<file path="src/rtl/assert_macros.svh">
// ----------------------------------------------------------------------------
// Assertion macros
// Shared forms for concurrent checks on clk with reset rst_n active low.
// ----------------------------------------------------------------------------
`ifndef ASSERT_MACROS_SVH
`define ASSERT_MACROS_SVH

// A condition that holds on every clock edge out of reset.
`define MBSS_ASSERT_ALWAYS(label, cond, msg) \
    label: assert property (@(posedge clk) disable iff (!rst_n) (cond)) \
        else $error(msg);

// A consequence that holds on the same edge as its antecedent.
`define MBSS_ASSERT_IMP(label, ante, cons, msg) \
    label: assert property (@(posedge clk) disable iff (!rst_n) (ante) |-> (cons)) \
        else $error(msg);

`endif

</file>
<file path="src/rtl/mbss_pkg.sv">
// ----------------------------------------------------------------------------
// mbss_pkg
// Types and constants shared by the masked byte signature search.
// ----------------------------------------------------------------------------
package mbss_pkg;

    localparam int PATTERN_MAX_DEFAULT = 64;

    localparam int INDEX_W     = 6;
    localparam int LENGTH_W    = 7;
    localparam int OFFSET_W    = 31;
    localparam int SEEN_W      = 32;
    localparam int CFG_INDEX_W = 1;
    localparam int CFG_DATA_W  = 31;
    localparam int QUEUE_DEPTH = 2;

    localparam logic [OFFSET_W-1:0] OFFSET_MAX = '1;
    localparam logic [SEEN_W-1:0]   SEEN_MAX   = '1;

    localparam logic CMD_LOAD = 1'b0;
    localparam logic CMD_SCAN = 1'b1;

    localparam logic [CFG_INDEX_W-1:0] CFG_PATTERN_LENGTH = 1'b0;
    localparam logic [CFG_INDEX_W-1:0] CFG_BASE_OFFSET    = 1'b1;

    typedef struct packed {
        logic               command;
        logic [7:0]         byte_value;
        logic               is_wildcard;
        logic [INDEX_W-1:0] pattern_index;
        logic               last_byte;
    } item_t;

    typedef struct packed {
        logic                found;
        logic [OFFSET_W-1:0] match_offset;
    } result_t;

    typedef struct packed {
        logic  is_scan;
        item_t item;
    } op_t;

    typedef struct packed {
        logic valid;
        op_t  op;
    } head_t;

endpackage

</file>
<file path="src/rtl/masked_byte_signature_search.sv">
// ----------------------------------------------------------------------------
// masked_byte_signature_search
// Finds the first match of a wildcard byte signature in a byte stream.
// ----------------------------------------------------------------------------
// The block takes one item per clock cycle, loads and scans alike, while
// its queue is not full; a result passes from the queue through the match
// stage register and the output register. The whole pattern is compared
// against the byte window in parallel, so the rate is set by the single
// match stage. A write to pattern_length starts a rebuild of the reversed
// pattern copy from the pattern memory, one entry per cycle; items accepted
// meanwhile wait in the two-entry queue.
`include "assert_macros.svh"

module masked_byte_signature_search #(
    parameter int PATTERN_MAX = mbss_pkg::PATTERN_MAX_DEFAULT
) (
    input  logic                               clk,
    input  logic                               rst_n,
    input  logic                               item_valid,
    output logic                               item_stall,
    input  mbss_pkg::item_t                    item,
    output logic                               result_valid,
    input  logic                               result_stall,
    output mbss_pkg::result_t                  result,
    input  logic                               cfg_write,
    input  logic [mbss_pkg::CFG_INDEX_W-1:0]   cfg_index,
    input  logic [mbss_pkg::CFG_DATA_W-1:0]    cfg_data
);
    import mbss_pkg::*;

    localparam int LEN_W = $clog2(PATTERN_MAX + 1);
    localparam int LC_W  = (LEN_W > LENGTH_W) ? LEN_W : LENGTH_W;

    logic [LEN_W-1:0]    used_len_reg, used_len_next;
    logic [OFFSET_W-1:0] base_offset_reg, base_offset_next;
    logic                rebuild_reg;
    logic [LC_W-1:0]     len_raw;
    logic [LC_W-1:0]     len_clamped;
    head_t               head;
    logic                pop;

    assign len_raw = LC_W'(cfg_data[LENGTH_W-1:0]);

    always_comb
    begin
        if (len_raw == '0)
        begin
            len_clamped = LC_W'(1);
        end
        else if (len_raw > LC_W'(PATTERN_MAX))
        begin
            len_clamped = LC_W'(PATTERN_MAX);
        end
        else
        begin
            len_clamped = len_raw;
        end

        used_len_next    = used_len_reg;
        base_offset_next = base_offset_reg;
        if (cfg_write)
        begin
            unique case (cfg_index)
                CFG_PATTERN_LENGTH: used_len_next    = LEN_W'(len_clamped);
                CFG_BASE_OFFSET:    base_offset_next = cfg_data[OFFSET_W-1:0];
                default:            ;
            endcase
        end
    end

    always_ff @(posedge clk or negedge rst_n)
    begin
        if (!rst_n)
        begin
            used_len_reg    <= LEN_W'(1);
            base_offset_reg <= '0;
            rebuild_reg     <= 1'b0;
        end
        else
        begin
            used_len_reg    <= used_len_next;
            base_offset_reg <= base_offset_next;
            rebuild_reg     <= cfg_write && (cfg_index == CFG_PATTERN_LENGTH);
        end
    end

    mbss_front #(
        .PATTERN_MAX (PATTERN_MAX)
    ) u_front (
        .clk        (clk),
        .rst_n      (rst_n),
        .item_valid (item_valid),
        .item_stall (item_stall),
        .item       (item),
        .head       (head),
        .pop        (pop)
    );

    mbss_back #(
        .PATTERN_MAX (PATTERN_MAX)
    ) u_back (
        .clk          (clk),
        .rst_n        (rst_n),
        .head         (head),
        .pop          (pop),
        .used_len     (used_len_reg),
        .base_offset  (base_offset_reg),
        .rebuild      (rebuild_reg),
        .result_valid (result_valid),
        .result_stall (result_stall),
        .result       (result)
    );

    `MBSS_ASSERT_ALWAYS(a_length_in_range, (used_len_reg != '0) && (32'(used_len_reg) <= PATTERN_MAX), "Used pattern length is out of range.")
    `MBSS_ASSERT_IMP(a_not_found_zero, result_valid && !result.found, result.match_offset == '0, "A not-found item carries a non-zero offset.")
    `MBSS_ASSERT_IMP(a_offset_above_base, result_valid && result.found, result.match_offset >= base_offset_reg, "A match offset lies below the base offset.")

endmodule

</file>
<file path="src/rtl/mbss_front.sv">
// ----------------------------------------------------------------------------
// mbss_front
// Accepts items, drops loads outside the pattern store and queues the rest.
// ----------------------------------------------------------------------------
module mbss_front #(
    parameter int PATTERN_MAX = mbss_pkg::PATTERN_MAX_DEFAULT
) (
    input  logic            clk,
    input  logic            rst_n,
    input  logic            item_valid,
    output logic            item_stall,
    input  mbss_pkg::item_t item,
    output mbss_pkg::head_t head,
    input  logic            pop
);
    import mbss_pkg::*;

    localparam int PTR_W = (QUEUE_DEPTH > 1) ? $clog2(QUEUE_DEPTH) : 1;
    localparam int CNT_W = $clog2(QUEUE_DEPTH + 1);

    op_t              q_reg [QUEUE_DEPTH];
    logic [PTR_W-1:0] wr_ptr_reg, wr_ptr_next;
    logic [PTR_W-1:0] rd_ptr_reg, rd_ptr_next;
    logic [CNT_W-1:0] count_reg, count_next;
    logic             is_scan;
    logic             load_en;
    logic             push;
    logic             do_pop;

    assign item_stall = (count_reg == CNT_W'(QUEUE_DEPTH));
    assign is_scan    = (item.command == CMD_SCAN);
    assign load_en    = (item.command == CMD_LOAD) && (int'(item.pattern_index) < PATTERN_MAX);
    assign push       = item_valid && !item_stall && (is_scan || load_en);
    assign do_pop     = pop && (count_reg != '0);

    assign head.valid = (count_reg != '0);
    assign head.op    = q_reg[rd_ptr_reg];

    always_comb
    begin
        wr_ptr_next = wr_ptr_reg;
        rd_ptr_next = rd_ptr_reg;
        count_next  = count_reg;
        if (push)
        begin
            wr_ptr_next = (wr_ptr_reg == PTR_W'(QUEUE_DEPTH - 1)) ? '0 : wr_ptr_reg + 1'b1;
        end
        if (do_pop)
        begin
            rd_ptr_next = (rd_ptr_reg == PTR_W'(QUEUE_DEPTH - 1)) ? '0 : rd_ptr_reg + 1'b1;
        end
        if (push && !do_pop)
        begin
            count_next = count_reg + 1'b1;
        end
        else if (do_pop && !push)
        begin
            count_next = count_reg - 1'b1;
        end
    end

    always_ff @(posedge clk or negedge rst_n)
    begin
        if (!rst_n)
        begin
            wr_ptr_reg <= '0;
            rd_ptr_reg <= '0;
            count_reg  <= '0;
        end
        else
        begin
            wr_ptr_reg <= wr_ptr_next;
            rd_ptr_reg <= rd_ptr_next;
            count_reg  <= count_next;
        end
    end

    always_ff @(posedge clk)
    begin
        if (push)
        begin
            q_reg[wr_ptr_reg] <= '{is_scan: is_scan, item: item};
        end
    end

endmodule

</file>
<file path="src/rtl/mbss_back.sv">
// ----------------------------------------------------------------------------
// mbss_back
// Executes queued items: pattern loads, window shifts, matching and results.
// ----------------------------------------------------------------------------
module mbss_back #(
    parameter int PATTERN_MAX = mbss_pkg::PATTERN_MAX_DEFAULT
) (
    input  logic                                 clk,
    input  logic                                 rst_n,
    input  mbss_pkg::head_t                      head,
    output logic                                 pop,
    input  logic [$clog2(PATTERN_MAX + 1)-1:0]   used_len,
    input  logic [mbss_pkg::OFFSET_W-1:0]        base_offset,
    input  logic                                 rebuild,
    output logic                                 result_valid,
    input  logic                                 result_stall,
    output mbss_pkg::result_t                    result
);
    import mbss_pkg::*;

    localparam int LEN_W = $clog2(PATTERN_MAX + 1);
    localparam int IDX_W = (PATTERN_MAX > 1) ? $clog2(PATTERN_MAX) : 1;
    localparam int EXT_W = (IDX_W > INDEX_W) ? IDX_W : INDEX_W;
    localparam int CW    = ((EXT_W > LEN_W) ? EXT_W : LEN_W) + 1;

    // Raw pattern by load index, and a copy reversed so that position zero
    // faces the newest window byte.
    logic [8:0]        raw_mem [PATTERN_MAX];
    logic [8:0]        rd_data_reg;
    logic [7:0]        rp_byte_reg [PATTERN_MAX];
    logic              rp_wild_reg [PATTERN_MAX];
    logic [7:0]        win_reg [PATTERN_MAX];
    logic [7:0]        win_next [PATTERN_MAX];

    logic              sweep_active_reg, sweep_active_next;
    logic [IDX_W-1:0]  sweep_cnt_reg, sweep_cnt_next;
    logic              rd_pend_reg;
    logic [IDX_W-1:0]  rd_slot_reg;
    logic [IDX_W-1:0]  sweep_addr;
    logic              busy;

    logic [SEEN_W-1:0] seen_reg, seen_next;
    logic              reported_reg, reported_next;
    logic [SEEN_W-1:0] seen_inc;
    logic [SEEN_W:0]   diff;
    logic              all_ok;
    logic              hit;
    logic              emit;

    logic              a_valid_reg, a_valid_next;
    logic              a_found_reg;
    logic [SEEN_W-1:0] a_start_reg;
    logic              result_valid_reg, result_valid_next;
    result_t           result_reg;
    logic              out_ready;
    logic              a_adv;
    logic              scan_pop;
    logic              load_pop;
    logic [EXT_W-1:0]  idx_ext;
    logic [IDX_W-1:0]  load_addr;
    logic              load_rp_we;
    logic [IDX_W-1:0]  load_rp_addr;
    logic [SEEN_W:0]   sum;
    logic [OFFSET_W-1:0] offset_sat;

    assign busy      = sweep_active_reg || rd_pend_reg || rebuild;
    assign out_ready = !result_valid_reg || !result_stall;
    assign a_adv     = !a_valid_reg || out_ready;
    assign pop       = head.valid && a_adv && !busy;
    assign scan_pop  = pop && head.op.is_scan;
    assign load_pop  = pop && !head.op.is_scan;

    assign idx_ext      = EXT_W'(head.op.item.pattern_index);
    assign load_addr    = idx_ext[IDX_W-1:0];
    assign load_rp_we   = load_pop && (CW'(idx_ext) < CW'(used_len));
    assign load_rp_addr = IDX_W'(CW'(used_len) - CW'(1) - CW'(idx_ext));
    assign sweep_addr   = IDX_W'(CW'(used_len) - CW'(1) - CW'(sweep_cnt_reg));

    always_comb
    begin
        sweep_active_next = sweep_active_reg;
        sweep_cnt_next    = sweep_cnt_reg;
        if (rebuild)
        begin
            sweep_active_next = 1'b1;
            sweep_cnt_next    = '0;
        end
        else if (sweep_active_reg)
        begin
            if (CW'(sweep_cnt_reg) == CW'(used_len) - CW'(1))
            begin
                sweep_active_next = 1'b0;
            end
            sweep_cnt_next = sweep_cnt_reg + 1'b1;
        end
    end

    always_ff @(posedge clk or negedge rst_n)
    begin
        if (!rst_n)
        begin
            sweep_active_reg <= 1'b0;
            sweep_cnt_reg    <= '0;
            rd_pend_reg      <= 1'b0;
        end
        else
        begin
            sweep_active_reg <= sweep_active_next;
            sweep_cnt_reg    <= sweep_cnt_next;
            rd_pend_reg      <= sweep_active_reg && !rebuild;
        end
    end

    always_ff @(posedge clk)
    begin
        if (load_pop)
        begin
            raw_mem[load_addr] <= {head.op.item.is_wildcard, head.op.item.byte_value};
        end
        rd_data_reg <= raw_mem[sweep_addr];
        rd_slot_reg <= sweep_cnt_reg;
    end

    always_ff @(posedge clk)
    begin
        if (rd_pend_reg)
        begin
            rp_wild_reg[rd_slot_reg] <= rd_data_reg[8];
            rp_byte_reg[rd_slot_reg] <= rd_data_reg[7:0];
        end
        else if (load_rp_we)
        begin
            rp_wild_reg[load_rp_addr] <= head.op.item.is_wildcard;
            rp_byte_reg[load_rp_addr] <= head.op.item.byte_value;
        end
    end

    always_comb
    begin
        for (int j = 0; j < PATTERN_MAX - 1; j++)
        begin
            win_next[j] = win_reg[j + 1];
        end
        win_next[PATTERN_MAX - 1] = head.op.item.byte_value;
    end

    always_ff @(posedge clk)
    begin
        if (scan_pop)
        begin
            win_reg <= win_next;
        end
    end

    always_comb
    begin
        all_ok = 1'b1;
        for (int d = 0; d < PATTERN_MAX; d++)
        begin
            if ((CW'(d) < CW'(used_len)) && !rp_wild_reg[d]
                && (rp_byte_reg[d] != win_next[PATTERN_MAX - 1 - d]))
            begin
                all_ok = 1'b0;
            end
        end
    end

    assign seen_inc = (seen_reg == SEEN_MAX) ? seen_reg : seen_reg + 1'b1;
    assign diff     = {1'b0, seen_inc} - (SEEN_W + 1)'(used_len);
    assign hit      = !reported_reg && !diff[SEEN_W] && all_ok;
    assign emit     = hit || (head.op.item.last_byte && !reported_reg);

    always_comb
    begin
        seen_next     = seen_reg;
        reported_next = reported_reg;
        if (scan_pop)
        begin
            if (head.op.item.last_byte)
            begin
                seen_next     = '0;
                reported_next = 1'b0;
            end
            else
            begin
                seen_next     = seen_inc;
                reported_next = reported_reg || hit;
            end
        end

        a_valid_next = a_valid_reg;
        if (scan_pop)
        begin
            a_valid_next = emit;
        end
        else if (a_adv)
        begin
            a_valid_next = 1'b0;
        end

        result_valid_next = out_ready ? a_valid_reg : result_valid_reg;
    end

    always_ff @(posedge clk or negedge rst_n)
    begin
        if (!rst_n)
        begin
            seen_reg         <= '0;
            reported_reg     <= 1'b0;
            a_valid_reg      <= 1'b0;
            result_valid_reg <= 1'b0;
        end
        else
        begin
            seen_reg         <= seen_next;
            reported_reg     <= reported_next;
            a_valid_reg      <= a_valid_next;
            result_valid_reg <= result_valid_next;
        end
    end

    assign sum        = (SEEN_W + 1)'(base_offset) + (SEEN_W + 1)'(a_start_reg);
    assign offset_sat = (|sum[SEEN_W:OFFSET_W]) ? OFFSET_MAX : sum[OFFSET_W-1:0];

    always_ff @(posedge clk)
    begin
        if (scan_pop)
        begin
            a_found_reg <= hit;
            a_start_reg <= diff[SEEN_W-1:0];
        end
        if (a_valid_reg && out_ready)
        begin
            result_reg.found        <= a_found_reg;
            result_reg.match_offset <= a_found_reg ? offset_sat : '0;
        end
    end

    assign result_valid = result_valid_reg;
    assign result       = result_reg;

endmodule
</file>
<file path="config.mk">
export PLATFORM = sky130hd
export DESIGN_NAME = masked_byte_signature_search
export DESIGN_NICKNAME = d
export VERILOG_FILES = /design/src/rtl/mbss_pkg.sv /design/src/rtl/masked_byte_signature_search.sv /design/src/rtl/mbss_front.sv /design/src/rtl/mbss_back.sv
export VERILOG_INCLUDE_DIRS = /design/src /design/src/rtl
export SDC_FILE = /design/constraint.sdc
export NUM_CORES = 2
export LEC_CHECK = 0
export BUFFER_PORTS_ARGS = -buffer_cell sky130_fd_sc_hd__buf_4
export CORE_MARGIN = 5
export CORE_UTILIZATION = 65
export CTS_BUF_LIST = sky130_fd_sc_hd__clkbuf_2 sky130_fd_sc_hd__clkbuf_4 sky130_fd_sc_hd__clkbuf_8
export CTS_CLUSTER_SIZE = 20
export DETAILED_ROUTE_END_ITERATION = 7
export GPL_ROUTABILITY_DRIVEN = 0
export GPL_TIMING_DRIVEN = 0
export HOLD_SLACK_MARGIN = 0.02
export PLACE_DENSITY_LB_ADDON = 0.15
export REMOVE_ABC_BUFFERS = 1
export SYNTH_ARGS = -nofsm -noshare
export SYNTH_HDL_FRONTEND = slang
export SYNTH_HIERARCHICAL = 1
export SYNTH_SLANG_ARGS = --single-unit
export TNS_END_PERCENT = 5
</file>
<file path="constraint.sdc">
create_clock -name clk -period 22.1 [get_ports clk]
set_input_delay 1.105 -clock clk [delete_from_list [all_inputs] [get_ports clk]]
set_output_delay 1.105 -clock clk [all_outputs]
set_load 0.01 [all_outputs]
</file>
==> qor.csv <==
metric,value,unit
status,completed,
leakage,0.0266,uW
worst-slew-pin-transition,1420,ps
maxUsedRoutingLayer,met4,
grt_util_all_layers,0.259,
vdd_ir_drop_max,0.131,mV
clock_latency,940,ps
wl_met3,15.0,mm
grt-ovfl-total,0,
holdWs,361,ps
rsz0062_at_grt,false,
skew,58.9,ps
period_minus_slack,6650,ps
detail-route-antenna-nets,0,
h-tree-depth,5,
area_delta_synth_final,12.3,%
p_sw,2750,uW
drv_cap,0,
grt_max_degree,130,
worstHoldPathType,input port to flip-flop,
crit_arrival,7390,ps
wl_per_cell,25.7,um
stdcell_count,6057,
viasPerCell,6.21,
synth_ff_type,edfxtp_1,
grt_pass1_vias,37573,
critPathCaptureType,flip-flop,
synthCells,3991,
seqPwrFrac,0.458,
ys_warn_count,6,
path_class,flip-flop to flip-flop,
cts_tree,built,
internal_power,6730,uW
fp.dieArea,119000,um2
rows,123,
cts.path.max_buffers,4,
dp.cells,5519,
synth_seq_area_share,0.756,
io_buffers,87,
cts_buffers,308,
reg2reg_from,u_back/seen_reg[11],
drc,0,
comb_power_share,0.240,
yosysUniqueCellTypes,95,
nets,4446,
finalSetupViolations,0,
critPathLaunchType,flip-flop,
fmax,0.150,GHz
maxSlewHeadroom,0.0489,
largest_reg_flops,576,
cts-root-buf,clkbuf_8,
cts_hold_buf,0,
clkPwrFrac,0.302,
grt_antenna_before_repair,3,
min-delay-start,item[12],
die_h,345,um
cp.required,22840,ps
ys_top_cells_by_area,"edfxtp_1 72%, xor2_1 5.9%, mux4_2 5.6%",
post_cts_buffers,0,
grt_pass1_wl,231,mm
wl_met2,74.1,mm
synth_top_cell_by_area,edfxtp_1,
power_density,116,nW/um2
finalWirelength,155,mm
hpwlAfterDp,95.2,mm
postSynthAreaPerCell,18.3,um2
hold_viol,0,
met1Wirelength,61.4,mm
drt-initial-drc-count,4137,
vias,37639,
synth-async-reset-ratio,0.0463,
cts_sinks,1856,
fin_crit_sh,0.301,
final_layout_size_suffix_gt1_frac,0.195,
switching_share,0.290,
slew_viol_final,0,
io_pins,88,
crit_path_max_fanout,12,
synth_top_area_frac,0.722,
clkTransAtPathRegs,60,ps
firstDrtPassIters,6,
netlist_area,73000,um2
synth-seq-cells,1856,
synthTopCellsByCount,"1,755 x edfxtp_1, 493 x xor2_1, 205 x nor2_1",
synth-edff-count,1755,
start_util,0.652,
synth_most_common_cell,edfxtp_1,
dieWidth,345,um
core,112000,um2
cts_resized,0,
crit_path_start,u_back/seen_reg[11],
finalPower,9480,uW
[cell families after synthesis]
logic type,synth area share
adders and majority gates,0.0112
DFF,0.756
AOI/OAI and AO/OA,0.0378
xor gates and xnor gates,0.0721
and+or+nand+nor,0.0479
muxes,0.0672
buffers and inverters,0.00831
[metrics by stage]
step | setup slack [ps] | TNS [ps] | area [um2] | util
finish | 15450 | 0 | 82000 | 0.732
global route | 15010 | 0 | 82000 | 0.732
global placement | -3480 | -45990 | 75100 | 0.670
detailed placement | 15640 | 0 | 76100 | 0.679
floorplan | 5490 | 0 | 72600 | -
CTS | 15610 | 0 | 82000 | 0.732
[layout by cell type (no fill, tap or decap), types with 16 or more instances in the layout]
cell	Yosys	routed
edfxtp_1	1755	1755
xor2_1	493	492
clkbuf_8	0	316
nor2_1	205	204
mux4_2	180	180
nor4_1	132	130
nand2_1	130	121
clkbuf_4	0	106
xnor2_1	108	106
buf_4	2	89
dfrtp_1	85	85
o21ai_0	78	78
a21oi_1	80	77
clkinv_1	1	64
ha_1	59	58
o21a_1	44	44
a221oi_1	44	44
inv_1	42	41
mux2_4	39	41
nand3_1	40	40
nand4_1	32	32
clkinv_2	0	26
a211oi_1	26	26
nor3_1	25	24
a21o_1	20	20
nand2b_1	19	19
buf_16	0	19
nor2b_1	18	18
and3_1	17	17
o31ai_1	16	16
[critical path: stages (launching register included)]
cell and delay [ps]:
dfrtp_1 590, nand4_2 270, nor4_1 830, nand3_1 410, xnor2_1 280, ha_1 170, inv_1 70, fa_1 420
a211oi_1 220, nor2_1 100, or3_1 330, a21oi_1 240, nor4b_1 1000, nand4bb_1 510, o41ai_2 750, o21ai_1 250
[final cells by class]
type / instances / area, um2
timing repair buffer: 126 / 1460
fill: 6652 / 30000
clock buffer: 422 / 5140
tap: 1500 / 1880
multi-input combinational: 1993 / 17500
sequential: 1856 / 55200
inverter: 44 / 173
clock inverter: 111 / 701
antenna: 5 / 12.5
[routing by layer]
metal | vias to the layer above | global-route usage
met1 | 19053 | 0.365
li1 | 16413 | -
met3 | 315 | 0.0685
met2 | 1858 | 0.402
met4 | 0 | 0.0888
met5 | - | 0
[path summary, 6_finish.rpt]
path                                            to  slack (ps)  depth (start not counted)
max reg2reg                     u_back/a_valid_reg       15450                         15
max in group asynchronous  u_back/sweep_active_reg       20880                          1
min                           u_front/q_reg[1][12]         360                          1
max                             u_back/a_valid_reg       15450                         15
min reg2reg                  u_back/rd_slot_reg[4]         410                          0
min in group asynchronous      base_offset_reg[30]         420                          1
[power by group through the flow]
stage	Combinational [uW]	Sequential [uW]	Clock, uW
2_1_floorplan	1500	4390	0
3_3_place_gp	2310	4460	0
3_5_place_dp	2270	4410	0
4_1_cts	2280	4340	2920
5_1_grt	2410	4350	3100
6_report	2280	4340	2860
Power figures use the tool's default switching activity.
